===== src/rtl/core/rfa_pkg.sv =====
// Package with the shared types, codes and constants of the reduced fraction ALU.
`default_nettype none
package rfa_pkg;
  localparam int DataWidthDef = 32;

  typedef enum logic [1:0] {
    OP_ADD = 2'd0,
    OP_SUB = 2'd1,
    OP_MUL = 2'd2,
    OP_DIV = 2'd3
  } op_t;

  typedef enum logic [1:0] {
    ST_OK       = 2'd0,
    ST_ZERO_DEN = 2'd1,
    ST_DIV_ZERO = 2'd2,
    ST_OVERFLOW = 2'd3
  } status_t;

  typedef struct packed {
    logic [1:0]         opcode;
    logic signed [31:0] a_num;
    logic signed [31:0] a_den;
    logic signed [31:0] b_num;
    logic signed [31:0] b_den;
  } in_item_t;

  typedef struct packed {
    logic signed [31:0] result_num;
    logic [30:0]        result_den;
    logic [1:0]         status;
  } out_item_t;

  // Operations of the shared unit.
  typedef enum logic [1:0] {
    UOP_MUL = 2'd0,
    UOP_DIV = 2'd1
  } uop_t;

  typedef struct packed {
    logic start;
    uop_t uop;
  } unit_ctl_t;

  typedef enum logic [3:0] {
    S_IDLE,
    S_MUL1,
    S_MUL2,
    S_MUL3,
    S_COMBINE,
    S_GCD_START,
    S_GCD_WAIT,
    S_RED_NUM,
    S_RED_NUM_WAIT,
    S_RED_DEN,
    S_RED_DEN_WAIT,
    S_CHECK,
    S_OUT
  } state_t;
endpackage
`default_nettype wire


===== src/rtl/core/rfa_unit.sv =====
// Shared multi-cycle unit: shift-add multiplier and restoring divider, one bit a cycle.
`default_nettype none
module rfa_unit #(
  parameter int W = 64
) (
  input  wire logic               clk,
  input  wire logic               rst_n,
  input  wire rfa_pkg::unit_ctl_t ctl,
  input  wire logic [W-1:0]       op_a,
  input  wire logic [W-1:0]       op_b,
  output logic                    busy,
  output logic [W-1:0]            res_lo,
  output logic [W-1:0]            res_hi
);
  localparam int CW = $clog2(W + 1);

  logic [CW-1:0]   cnt_r, cnt_nxt;
  logic            busy_r, busy_nxt;
  rfa_pkg::uop_t   uop_r, uop_nxt;
  logic [W-1:0]    acc_r, acc_nxt;   // product or quotient
  logic [W-1:0]    rem_r, rem_nxt;   // remainder
  logic [W-1:0]    a_r, a_nxt;       // shifting multiplicand or dividend
  logic [W-1:0]    b_r, b_nxt;
  logic [W:0]      trial;

  always_comb begin
    cnt_nxt  = cnt_r;
    busy_nxt = busy_r;
    uop_nxt  = uop_r;
    acc_nxt  = acc_r;
    rem_nxt  = rem_r;
    a_nxt    = a_r;
    b_nxt    = b_r;
    trial    = '0;
    if (ctl.start) begin
      busy_nxt = 1'b1;
      uop_nxt  = ctl.uop;
      cnt_nxt  = CW'(W);
      acc_nxt  = '0;
      rem_nxt  = '0;
      a_nxt    = op_a;
      b_nxt    = op_b;
    end else if (busy_r) begin
      if (uop_r == rfa_pkg::UOP_MUL) begin
        // Multiplier bits are consumed from b, multiplicand a shifts left.
        if (b_r[0]) begin
          acc_nxt = acc_r + a_r;
        end
        a_nxt = a_r << 1;
        b_nxt = b_r >> 1;
      end else begin
        trial = {rem_r, a_r[W-1]} - {1'b0, b_r};
        if (!trial[W]) begin
          rem_nxt = trial[W-1:0];
          acc_nxt = {acc_r[W-2:0], 1'b1};
        end else begin
          rem_nxt = {rem_r[W-2:0], a_r[W-1]};
          acc_nxt = {acc_r[W-2:0], 1'b0};
        end
        a_nxt = a_r << 1;
      end
      cnt_nxt = cnt_r - 1'b1;
      if (cnt_r == CW'(1)) begin
        busy_nxt = 1'b0;
      end
    end
  end

  always_ff @(posedge clk) begin
    if (!rst_n) begin
      busy_r <= 1'b0;
      cnt_r  <= '0;
      uop_r  <= rfa_pkg::UOP_MUL;
    end else begin
      busy_r <= busy_nxt;
      cnt_r  <= cnt_nxt;
      uop_r  <= uop_nxt;
    end
    acc_r <= acc_nxt;
    rem_r <= rem_nxt;
    a_r   <= a_nxt;
    b_r   <= b_nxt;
  end

  assign busy   = busy_r;
  assign res_lo = acc_r;
  assign res_hi = rem_r;
endmodule
`default_nettype wire


===== src/rtl/core/reduced_fraction_alu.sv =====
// Top level of the reduced fraction ALU: sequencer around one shared multiply/divide unit.
`default_nettype none
// Reduced fraction ALU. Each item carries two signed fractions and an opcode (add, subtract,
// multiply, divide); the block returns the exact result in lowest terms with a positive
// denominator, or 0/1 with a nonzero status for a zero operand denominator, a divide by
// zero, or a result that does not fit. All multiplies and divides run on one shared unit that
// multiplies or divides 2*DATA_WIDTH-bit magnitudes at one bit per cycle, so every
// multiply or division holds the sequencer while the unit is started, works through the
// bits and hands back its result. An item takes three multiplies, one Euclid remainder per
// gcd step (up to about 90 steps for 64-bit magnitudes) and two reducing divisions; a zero
// result skips the gcd steps and the divisions. At DATA_WIDTH=32 random operands need around
// 40 steps. Error cases go from idle straight to the output state, which raises out_valid
// once the output register is free. in_ready is high only while the sequencer is idle; a
// finished result waits in its own output register until it is taken, so the next item can
// be taken and worked on meanwhile.
module reduced_fraction_alu #(
  parameter int DATA_WIDTH = rfa_pkg::DataWidthDef
) (
  input  wire logic               clk,
  input  wire logic               rst_n,
  input  wire logic               in_valid,
  output logic                    in_ready,
  input  wire rfa_pkg::in_item_t  in_data,
  output logic                    out_valid,
  input  wire logic               out_ready,
  output rfa_pkg::out_item_t      out_data
);
  localparam int DW = DATA_WIDTH;
  localparam int WW = 2 * DATA_WIDTH;

  rfa_pkg::state_t state_r, state_nxt;

  // Operand magnitudes and signs of the current item.
  logic [DW-1:0] an_r, ad_r, bn_r, bd_r;
  logic          sa_r, sb_r;
  logic [1:0]    op_r;
  // Products t1, t2 and den; later gcd pair p, q; num and den to reduce.
  logic [WW-1:0] t1_r, t2_r, den_r, num_r, p_r, q_r;
  logic          neg_r;
  // Result being built for the current item, and the result offered on the output.
  rfa_pkg::out_item_t res_r;
  rfa_pkg::out_item_t out_r;
  logic          out_valid_r;

  rfa_pkg::unit_ctl_t ctl;
  logic [WW-1:0] u_a, u_b, u_lo, u_hi;
  logic          u_busy;

  rfa_unit #(.W(WW)) u_unit (
    .clk    (clk),
    .rst_n  (rst_n),
    .ctl    (ctl),
    .op_a   (u_a),
    .op_b   (u_b),
    .busy   (u_busy),
    .res_lo (u_lo),
    .res_hi (u_hi)
  );

  function automatic logic [DW-1:0] mag(input logic [DW-1:0] v);
    return v[DW-1] ? (~v + 1'b1) : v;
  endfunction

  logic [DW-1:0] in_an, in_ad, in_bn, in_bd;
  assign in_an = in_data.a_num[DW-1:0];
  assign in_ad = in_data.a_den[DW-1:0];
  assign in_bn = in_data.b_num[DW-1:0];
  assign in_bd = in_data.b_den[DW-1:0];

  logic in_fire, out_fire, out_free;
  assign in_ready  = (state_r == rfa_pkg::S_IDLE);
  assign in_fire   = in_valid && in_ready;
  assign out_fire  = out_valid_r && out_ready;
  // The output register can take a new result when it is empty or being emptied now.
  assign out_free  = !out_valid_r || out_ready;
  assign out_valid = out_valid_r;
  assign out_data  = out_r;

  logic          wait_done;
  logic          sb_eff;
  logic [WW-1:0] half;
  assign wait_done = !u_busy && !ctl.start;
  assign sb_eff    = (op_r == rfa_pkg::OP_SUB) ? !sb_r : sb_r;
  assign half      = WW'(1) << (DW - 1);

  // Busy flag of the unit is registered and rises in the cycle after start; started_r marks that the unit was started.
  logic started_r;

  // Next state.
  always_comb begin
    state_nxt = state_r;
    unique case (state_r)
      rfa_pkg::S_IDLE: begin
        if (in_fire) begin
          if (mag(in_ad) == '0 || mag(in_bd) == '0 ||
              (in_data.opcode == rfa_pkg::OP_DIV && in_bn == '0)) begin
            state_nxt = rfa_pkg::S_OUT;
          end else begin
            state_nxt = rfa_pkg::S_MUL1;
          end
        end
      end
      rfa_pkg::S_MUL1:         if (started_r && wait_done) state_nxt = rfa_pkg::S_MUL2;
      rfa_pkg::S_MUL2:         if (started_r && wait_done) state_nxt = rfa_pkg::S_MUL3;
      rfa_pkg::S_MUL3:         if (started_r && wait_done) state_nxt = rfa_pkg::S_COMBINE;
      rfa_pkg::S_COMBINE: begin
        state_nxt = rfa_pkg::S_GCD_START;
      end
      rfa_pkg::S_GCD_START: begin
        if (num_r == '0) begin
          state_nxt = rfa_pkg::S_OUT;
        end else if (q_r == '0) begin
          state_nxt = rfa_pkg::S_RED_NUM;
        end else begin
          state_nxt = rfa_pkg::S_GCD_WAIT;
        end
      end
      rfa_pkg::S_GCD_WAIT:     if (started_r && wait_done) state_nxt = rfa_pkg::S_GCD_START;
      rfa_pkg::S_RED_NUM:      state_nxt = rfa_pkg::S_RED_NUM_WAIT;
      rfa_pkg::S_RED_NUM_WAIT: if (started_r && wait_done) state_nxt = rfa_pkg::S_RED_DEN;
      rfa_pkg::S_RED_DEN:      state_nxt = rfa_pkg::S_RED_DEN_WAIT;
      rfa_pkg::S_RED_DEN_WAIT: if (started_r && wait_done) state_nxt = rfa_pkg::S_CHECK;
      rfa_pkg::S_CHECK:        state_nxt = rfa_pkg::S_OUT;
      rfa_pkg::S_OUT:          if (out_free) state_nxt = rfa_pkg::S_IDLE;
      default:                 state_nxt = rfa_pkg::S_IDLE;
    endcase
  end

  // Unit control: start once on entering each operation.
  always_comb begin
    ctl.start = 1'b0;
    ctl.uop   = rfa_pkg::UOP_MUL;
    u_a       = '0;
    u_b       = '0;
    unique case (state_r)
      rfa_pkg::S_MUL1: begin
        ctl.start = !started_r;
        // Add/sub and divide: an*bd; multiply: an*bn.
        u_a = WW'(an_r);
        u_b = (op_r == rfa_pkg::OP_MUL) ? WW'(bn_r) : WW'(bd_r);
      end
      rfa_pkg::S_MUL2: begin
        ctl.start = !started_r;
        // Add/sub: bn*ad, otherwise unused.
        u_a = WW'(bn_r);
        u_b = WW'(ad_r);
      end
      rfa_pkg::S_MUL3: begin
        ctl.start = !started_r;
        // Denominator: ad*bn for divide, ad*bd otherwise.
        u_a = WW'(ad_r);
        u_b = (op_r == rfa_pkg::OP_DIV) ? WW'(bn_r) : WW'(bd_r);
      end
      rfa_pkg::S_GCD_WAIT: begin
        ctl.start = !started_r;
        ctl.uop   = rfa_pkg::UOP_DIV;
        u_a = p_r;
        u_b = q_r;
      end
      rfa_pkg::S_RED_NUM_WAIT: begin
        ctl.start = !started_r;
        ctl.uop   = rfa_pkg::UOP_DIV;
        u_a = num_r;
        u_b = p_r;
      end
      rfa_pkg::S_RED_DEN_WAIT: begin
        ctl.start = !started_r;
        ctl.uop   = rfa_pkg::UOP_DIV;
        u_a = den_r;
        u_b = p_r;
      end
      default: begin
        ctl.start = 1'b0;
      end
    endcase
  end

  always_ff @(posedge clk) begin
    if (!rst_n) begin
      state_r     <= rfa_pkg::S_IDLE;
      out_valid_r <= 1'b0;
      started_r   <= 1'b0;
    end else begin
      state_r <= state_nxt;
      if (state_nxt != state_r) begin
        started_r <= 1'b0;
      end else if (ctl.start) begin
        started_r <= 1'b1;
      end
      if (state_r == rfa_pkg::S_OUT && out_free) begin
        out_valid_r <= 1'b1;
      end else if (out_fire) begin
        out_valid_r <= 1'b0;
      end
    end

    if (state_r == rfa_pkg::S_OUT && out_free) begin
      out_r <= res_r;
    end

    unique case (state_r)
      rfa_pkg::S_IDLE: begin
        if (in_fire) begin
          an_r  <= mag(in_an);
          ad_r  <= mag(in_ad);
          bn_r  <= mag(in_bn);
          bd_r  <= mag(in_bd);
          sa_r  <= in_an[DW-1] ^ in_ad[DW-1];
          sb_r  <= in_bn[DW-1] ^ in_bd[DW-1];
          op_r  <= in_data.opcode;
          res_r.result_num <= '0;
          res_r.result_den <= 31'd1;
          if (mag(in_ad) == '0 || mag(in_bd) == '0) begin
            res_r.status <= rfa_pkg::ST_ZERO_DEN;
          end else if (in_data.opcode == rfa_pkg::OP_DIV && in_bn == '0) begin
            res_r.status <= rfa_pkg::ST_DIV_ZERO;
          end else begin
            res_r.status <= rfa_pkg::ST_OK;
          end
        end
      end
      rfa_pkg::S_MUL1: if (started_r && wait_done) t1_r <= u_lo;
      rfa_pkg::S_MUL2: if (started_r && wait_done) t2_r <= u_lo;
      rfa_pkg::S_MUL3: if (started_r && wait_done) den_r <= u_lo;
      rfa_pkg::S_COMBINE: begin
        if (op_r == rfa_pkg::OP_MUL || op_r == rfa_pkg::OP_DIV) begin
          num_r <= t1_r;
          p_r   <= t1_r;
          neg_r <= sa_r ^ sb_r;
        end else if (sa_r == sb_eff) begin
          num_r <= t1_r + t2_r;
          p_r   <= t1_r + t2_r;
          neg_r <= sa_r;
        end else if (t1_r >= t2_r) begin
          num_r <= t1_r - t2_r;
          p_r   <= t1_r - t2_r;
          neg_r <= sa_r;
        end else begin
          num_r <= t2_r - t1_r;
          p_r   <= t2_r - t1_r;
          neg_r <= sb_eff;
        end
        q_r <= den_r;
      end
      rfa_pkg::S_GCD_WAIT: begin
        if (started_r && wait_done) begin
          p_r <= q_r;
          q_r <= u_hi;
        end
      end
      rfa_pkg::S_RED_NUM_WAIT: if (started_r && wait_done) num_r <= u_lo;
      rfa_pkg::S_RED_DEN_WAIT: if (started_r && wait_done) den_r <= u_lo;
      rfa_pkg::S_CHECK: begin
        if (den_r > half - 1'b1 || (neg_r ? (num_r > half) : (num_r > half - 1'b1))) begin
          res_r.status <= rfa_pkg::ST_OVERFLOW;
        end else begin
          res_r.result_num <= 32'(neg_r ? (~num_r[DW-1:0] + 1'b1) : num_r[DW-1:0]);
          res_r.result_den <= 31'(den_r[DW-2:0]);
        end
      end
      default: begin
      end
    endcase
  end

  // The block only takes an item while the sequencer is idle.
  a_no_accept_busy: assert property (@(posedge clk) disable iff (!rst_n)
    in_fire |-> (state_r == rfa_pkg::S_IDLE))
    else $error("item accepted while busy");
  // A result rises only in the cycle after the output state.
  a_out_after_out_state: assert property (@(posedge clk) disable iff (!rst_n)
    $rose(out_valid_r) |-> $past(state_r) == rfa_pkg::S_OUT)
    else $error("result raised outside the output state");
  // The unit is never started while it is still busy.
  a_unit_start_idle: assert property (@(posedge clk) disable iff (!rst_n)
    ctl.start |-> !u_busy)
    else $error("shared unit restarted while busy");
  // A delivered result always has a nonzero denominator.
  a_den_nonzero: assert property (@(posedge clk) disable iff (!rst_n)
    out_valid_r |-> out_r.result_den != '0)
    else $error("zero result denominator");
endmodule
`default_nettype wire


===== config.mk =====
export PLATFORM = sky130hd
export DESIGN_NAME = reduced_fraction_alu
export DESIGN_NICKNAME = d
export VERILOG_FILES = /design/src/rtl/core/rfa_pkg.sv /design/src/rtl/core/rfa_unit.sv /design/src/rtl/core/reduced_fraction_alu.sv
export SDC_FILE = /design/constraint.sdc
export NUM_CORES = 2
export LEC_CHECK = 0
export BUFFER_PORTS_ARGS = -buffer_cell sky130_fd_sc_hd__buf_2
export CORE_AREA = 2 2 349 351
export DETAILED_ROUTE_END_ITERATION = 16
export DIE_AREA = 0 0 351 353
export HOLD_SLACK_MARGIN = 0.1
export PLACE_DENSITY = 0.71
export SYNTH_ARGS = -nofsm -noshare
export SYNTH_HDL_FRONTEND = slang
export SYNTH_SLANG_ARGS = --single-unit

===== constraint.sdc =====
create_clock -name clk -period 34.1 [get_ports clk]
set_input_delay 5.115 -clock clk [delete_from_list [all_inputs] [get_ports clk]]
set_output_delay 5.115 -clock clk [all_outputs]
set_load 0.02 [all_outputs]

== Word level (Yosys, flattened, before mapping) ==
Index checks and enable logic that the tools add are counted.
Cells by class
  $add $sub $neg: 11
  order comparisons: 4
  equal/unequal tests: 25
  mux-type cells: 59
  bitwise gates (word level): 10
  reductions and logical operators: 46
Operators with widths (number)
  $mux 64: 14
  $pmux 64 s2: 3
  $pmux 64 s6: 1
  $pmux 64 s5: 1
  $add 32x1->32 const B: 5
  $mux 32: 5
  $not 32->32: 5
  $pmux 65 s2: 1
  $add 64x64->64: 2
  $gt 64x31->1 const B: 2
  $logic_not 64->1: 2
  $sub 64x64->64: 2
  $logic_not 32->1: 3
  $mux 65: 1
  $sub 65x64->65: 1
  $ge 64x64->1: 1
  $gt 64x32->1 const B: 1
  $mux 63: 1
  $mux 31: 2
  $pmux 4 s13: 1
  $mux 4: 10
  $eq 4x4->1 const B: 5
  $reduce_and 2->1: 9
  $eq 4x3->1 const B: 4
  25 further kinds: 73
Word-level totals
  flip-flop bits (word level): 919
  word-level logic and storage cells: 188

== Longest topological paths before layout ==
  word-level depth: 11
  gate-level depth with buffers: 18
  depth with buffers taken out: 16

== Cells and area by module ==
From an unflattened synthesis, not the netlist that was laid out.
Second synthesis, totals
  cells, all modules: 6527
  area, all modules: 59672.2 sq um
By module, submodules not included
  reduced_fraction_alu: instances 1, cells each 4245, area each 40705.3 sq um, seq. area each 19548.7 sq um
  rfa_unit: instances 1, cells each 2282, area each 18966.9 sq um, seq. area each 6606.3 sq um

== Worst setup path before layout ==
Ideal clock, no wire load.
  path type: reg2reg
  from: reg state_r[1]
  to: reg p_r[0] (enable)
  data arrival time: 10.367 ns
  path slack: 22.940 ns
  cell stages (with the launch flop): 7
  cells stage by stage: dfxtp_1 -> clkbuf_1 -> clkbuf_1 -> nand3_1 -> clkbuf_1 -> clkbuf_1 -> o21ai_0
Between the ends
  longest elaborated chain between the ends: 8
  elaborated cells on any way between the ends: 15
  classes of those cells: 8 x eq/ne; 1 x mux; 6 x reduce/logical
Ends and longest elaborated chain
  from (decl): line reduced_fraction_alu.sv:31  | rfa_pkg::state_t state_r, state_nxt;
  from (signal assigned): line reduced_fraction_alu.sv:180  | state_r <= rfa_pkg::S_IDLE;
  from (signal assigned): line reduced_fraction_alu.sv:184  | state_r <= state_nxt;
  $eq 4x4->1 (tied with other cells): line reduced_fraction_alu.sv:135  | unique case (state_r)
  $reduce_or 6->1 (no line)
  $mux 1
  $logic_not 1->1: line reduced_fraction_alu.sv:82  | assign wait_done = !u_busy && !ctl.start;
  $logic_and 1x1->1: line reduced_fraction_alu.sv:82
  $logic_and 1x1->1: line reduced_fraction_alu.sv:246  | if (started_r && wait_done) begin
  $ne 2x2->1 (no line)
  $reduce_and 2->1 (no line) *
  to (signal assigned): line reduced_fraction_alu.sv:236  | p_r <= t1_r - t2_r;
  to (signal assigned): line reduced_fraction_alu.sv:240  | p_r <= t2_r - t1_r;
  to (signal assigned): line reduced_fraction_alu.sv:247  | p_r <= q_r;
  to (decl): line reduced_fraction_alu.sv:38  | logic [WW-1:0] t1_r, t2_r, den_r, num_r, p_r, q_r;
Every way passes the cells marked *; elsewhere a longest branch is shown, timed or not.
A chain may end at the register's enable or synchronous reset.

== Final worst setup path ==
  from: in in_data[2] in the netlist's numbering
  to: reg res_r[1] in the netlist's numbering (data pin)
Between the ends
  longest elaborated chain between the ends: 8
Ends and longest elaborated chain
  from (decl): line reduced_fraction_alu.sv:23  | input wire rfa_pkg::in_item_t in_data,
  $not 32->32: line reduced_fraction_alu.sv:61  | return v[DW-1] ? (~v + 1'b1) : v;
  $add 32x1->32: line reduced_fraction_alu.sv:61
  $mux 32 *: line reduced_fraction_alu.sv:61
  $logic_not 32->1 *: line reduced_fraction_alu.sv:213  | if (mag(in_ad) == '0 || mag(in_bd) == '0) begin
  $logic_or 1x1->1 *: line reduced_fraction_alu.sv:213
  $mux 2 *: line reduced_fraction_alu.sv:213
  $mux 65 *: line reduced_fraction_alu.sv:203  | if (in_fire) begin
  $pmux 65 s2 *: line reduced_fraction_alu.sv:201  | unique case (state_r)
  to (decl): line reduced_fraction_alu.sv:41  | rfa_pkg::out_item_t res_r;
Every way passes the cells marked *; elsewhere a longest branch is shown, timed or not. The select of a mux whose other input is x is not followed.

==> impl_metrics.toml <==
[critical_path]
timing.critical_path.buf_inv = 2
cp_max_fo = 5
worstSetupEndpointType = "flip-flop"
kind_of_cell_with_the_highest_combined_delay_on_the_critical_path = "simple AND/OR/NAND/NOR gates"
crit_path_start_kind = "input pin"
arrival_ps = 8600
crit_path_top_delay_cell = "nor3_1"
timing.rr.start = "t1_r[26]$_DFFE_PP_"
cp_cell_sequence = "buf_2, nor3_1, nand3b_1, nor3_1, nand2_1, or2_2, nand2b_1, o21ai_0, a32oi_1, nor4_1, nand4_1, o31a_1, inv_1, o21ai_0"
critical_path.startpoint = "in_data[2]"
max_stage_delay_ps = 520
criticalPathCategory = "in2reg"
timing.critical_path.required_ps = 34530

[route]
wire_per_inst_um = 26.5
drcViolationCount = 0
detail-route-antenna-nets = 0
drt-total-wl_mm = 216
drt_iter0_markers = 6846
drtPass1Iterations = 8
routed-via-count = 52200
detail_route.vias_per_cell = 6.43

[layout]
mostFrequentLayoutCells = "edfxtp_1, nand2_1, nor2_1"
finalNonFillerCells = 8122
final_core_area_utilization_pct = 54.1
final_net_count = 6874
design_area_sq_mm = 0.0652
commonest_non_fill_non_tap_cell_in_the_layout = "edfxtp_1"
fraction_of_final_layout_cells_sized_beyond_drive_strength_1_pct = 7.93
synthToLayoutAreaGrowth_pct = 9.52

[power]
p_leak_nw = 25.6
cellPowerDensity_mw_per_mm2 = 53.6
vdd.ir_drop.worst_uv = 51.3

[logic_synthesis]
post_synth.cell_area_avg_sq_um = 9.26
netlist_area_sq_mm = 0.0596
synth.yosys.seq_area_share_pct = 43.9
synth.ff_latch_count = 918
synth-edff-count = 775
syn_nets = 6897
yosys.cell_types.count = 102
prevailing_post_synth_register_cell = "edfxtp_1"
syn_inst = 6434
synth-warning-count = 0
asyncSetResetFlopFracSynth_pct = 0

[run]
max_cap_viol_count = 0

[timing]
rsz0062_at_grt = "false"
worst_slew_pin_slew_ps = 1270
hold_violations = 0
timing.final.setup_violations = 0
slew_violations = 0
period_share_pct = 24.0
timing.max_slew.rel_slack_pct = 12.8
fin_skew_ps = 54.4
finalWorstPathRequiredPeriod_ps = 8170
maximum_clock_frequency_mhz = 122
holdWs_ps = 411
final.setup.tns_ps = 0

[clocking]
cts_buffer_count = 100
clk_latency_ps = 730
post_cts_resize_count = 0
post-cts-setup-buffer-count = 0
hold_buffers = 0
maximum_level_of_the_cts_h_tree = 3
cts_num_sinks = 918
clkTransAtPathRegs_ps = 60
cts_root_buf = "clkbuf_16"
tritoncts = "built"
max-clock-path-buffers = 3

[floorplan]
floorplan.initialDensity_pct = 49.4
die_h_um = 353
floorplan.die_area_sq_mm = 0.124
overall_die_width_um = 351
number_of_rows_created_at_floorplan = 128
std_cell_core_area_sq_mm = 0.121
num_io_pins = 201

[placement]
placed_cell_area_sq_mm = 0.0617
numPlacedInstances = 7934
routabilityCongestion = 1.03
dpl.hpwl_mm = 161
numPortBuffers = 200

[grt]
grt_pass1_wl_mm = 317
grt_pass1_vias = 49400
grt-ovfl-total = 0
number_of_antenna_violations_at_the_first_check_in_global_routing = 7
maximum_number_of_pins_on_one_net_before_global_route_repair = 95
grt_util_all_layers_pct = 33.9

[worst_hold_path]
hold_path.startpoint = "res_r[2]$_SDFFCE_PN1P_"
holdCritPathClass = "reg2reg"

[outcome]
status = "finished clean"
[cell usage after synthesis, types with 27 or more instances]
cell      count  area share (%)
edfxtp_1    775              39
nand2_1     712             4.5
nor2_1      639             4.0
a21oi_1     575             4.8
o21ai_0     361             3.0
ha_1        324             6.8
inv_1       314             2.0
clkbuf_1    299             1.9
xnor2_1     214             3.1
a21o_1      158             2.0
dfxtp_1     143             4.8
a211oi_1    131             1.7
nor3_1      109            0.92
mux2i_1     108             1.8
xor2_1      106             1.6
a31oi_1     105             1.1
nand3_1      92            0.77
o21bai_1     83             1.0
o31ai_1      81             1.0
a221oi_1     75             1.1
nand4_1      70            0.74
nor4_1       69            0.72
a222oi_1     64             1.1
nand2b_1     62            0.65
o211ai_1     57            0.72
and2_1       48            0.50
or3_1        48            0.50
nor2b_1      45            0.47
buf_2        41            0.34
a22oi_1      37            0.47
buf_1        37            0.23
and3_1       35            0.37
a22o_1       32            0.47
o21a_1       29            0.37
or4_1        27            0.34
[through the flow]
step	setup slack [ps]	power [mW]
floorplan	22940	2.05
global placement	25270	2.31
detailed placement	25290	2.32
CTS	26040	3.49
global route	25760	3.63
finish	25930	3.50
[worst register-to-register path: stages, from the launching register on]
cell and delay (ps):
edfxtp_1 440, inv_1 70, ha_1 580, nand4_1 290
nor3_1 480, nand2_1 210, nor2_1 360, nand4_1 420
and3_1 360, o21a_2 260, nor2_4 130, buf_4 580
mux2i_1 410, mux2i_1 160, xnor2_1 160, mux2i_1 1000
a21oi_1 160
[layout make-up]
type,count,area (sq um)
fillers,10800,55300
multi-input cells,4813,30900
well taps,1625,2030
clock buffers,123,2640
clock inverters,64,863
repair buffers,261,1460
inverters,317,1190
flip-flops and latches,918,26100
diodes,1,2.50
[routing by layer]
metal  GRT usage (%)  share of wire [%]  up-vias
met3            5.89                8.4      597
met1            42.8                 38    25100
met2            54.4                 46     2705
met5               0              0.032        -
li1                -                  -    23800
met4            20.0                7.0       10
[worst paths after layout]
kind / cells after the start / to / slack [ps]
setup reg to reg: 16 / p_r[11]$_DFFE_PP_ / 27750
hold reg to reg: 0 / out_data[2]$_DFFE_PP_ / 410
setup / recovery: 14 / res_r[1]$_SDFFCE_PP1P_ / 25930
hold / removal: 0 / out_data[2]$_DFFE_PP_ / 410
[logic make-up (layout without fill, tap and decap cells)]
family / count (synthesis) / in the layout / synth area share (%)
and+or+nand+nor: 2031 / 2031 / 15.5
buffers and inverters: 703 / 765 / 4.58
AOI/OAI and AO/OA: 2006 / 2006 / 22.2
other: 0 / 1 / 0
muxes: 127 / 127 / 2.17
DFF: 918 / 918 / 43.9
xor gates and xnor gates: 320 / 320 / 4.70
adders and majority gates: 329 / 329 / 6.97
[power by group]
part           switching, mW  leakage, nW  total (mW)  internal, mW
Clock                  0.490         1.70        1.17         0.679
Sequential             0.129         8.41        1.48          1.35
Combinational          0.533         15.5       0.846         0.313
No activity file was read; power rests on OpenSTA's default activity.
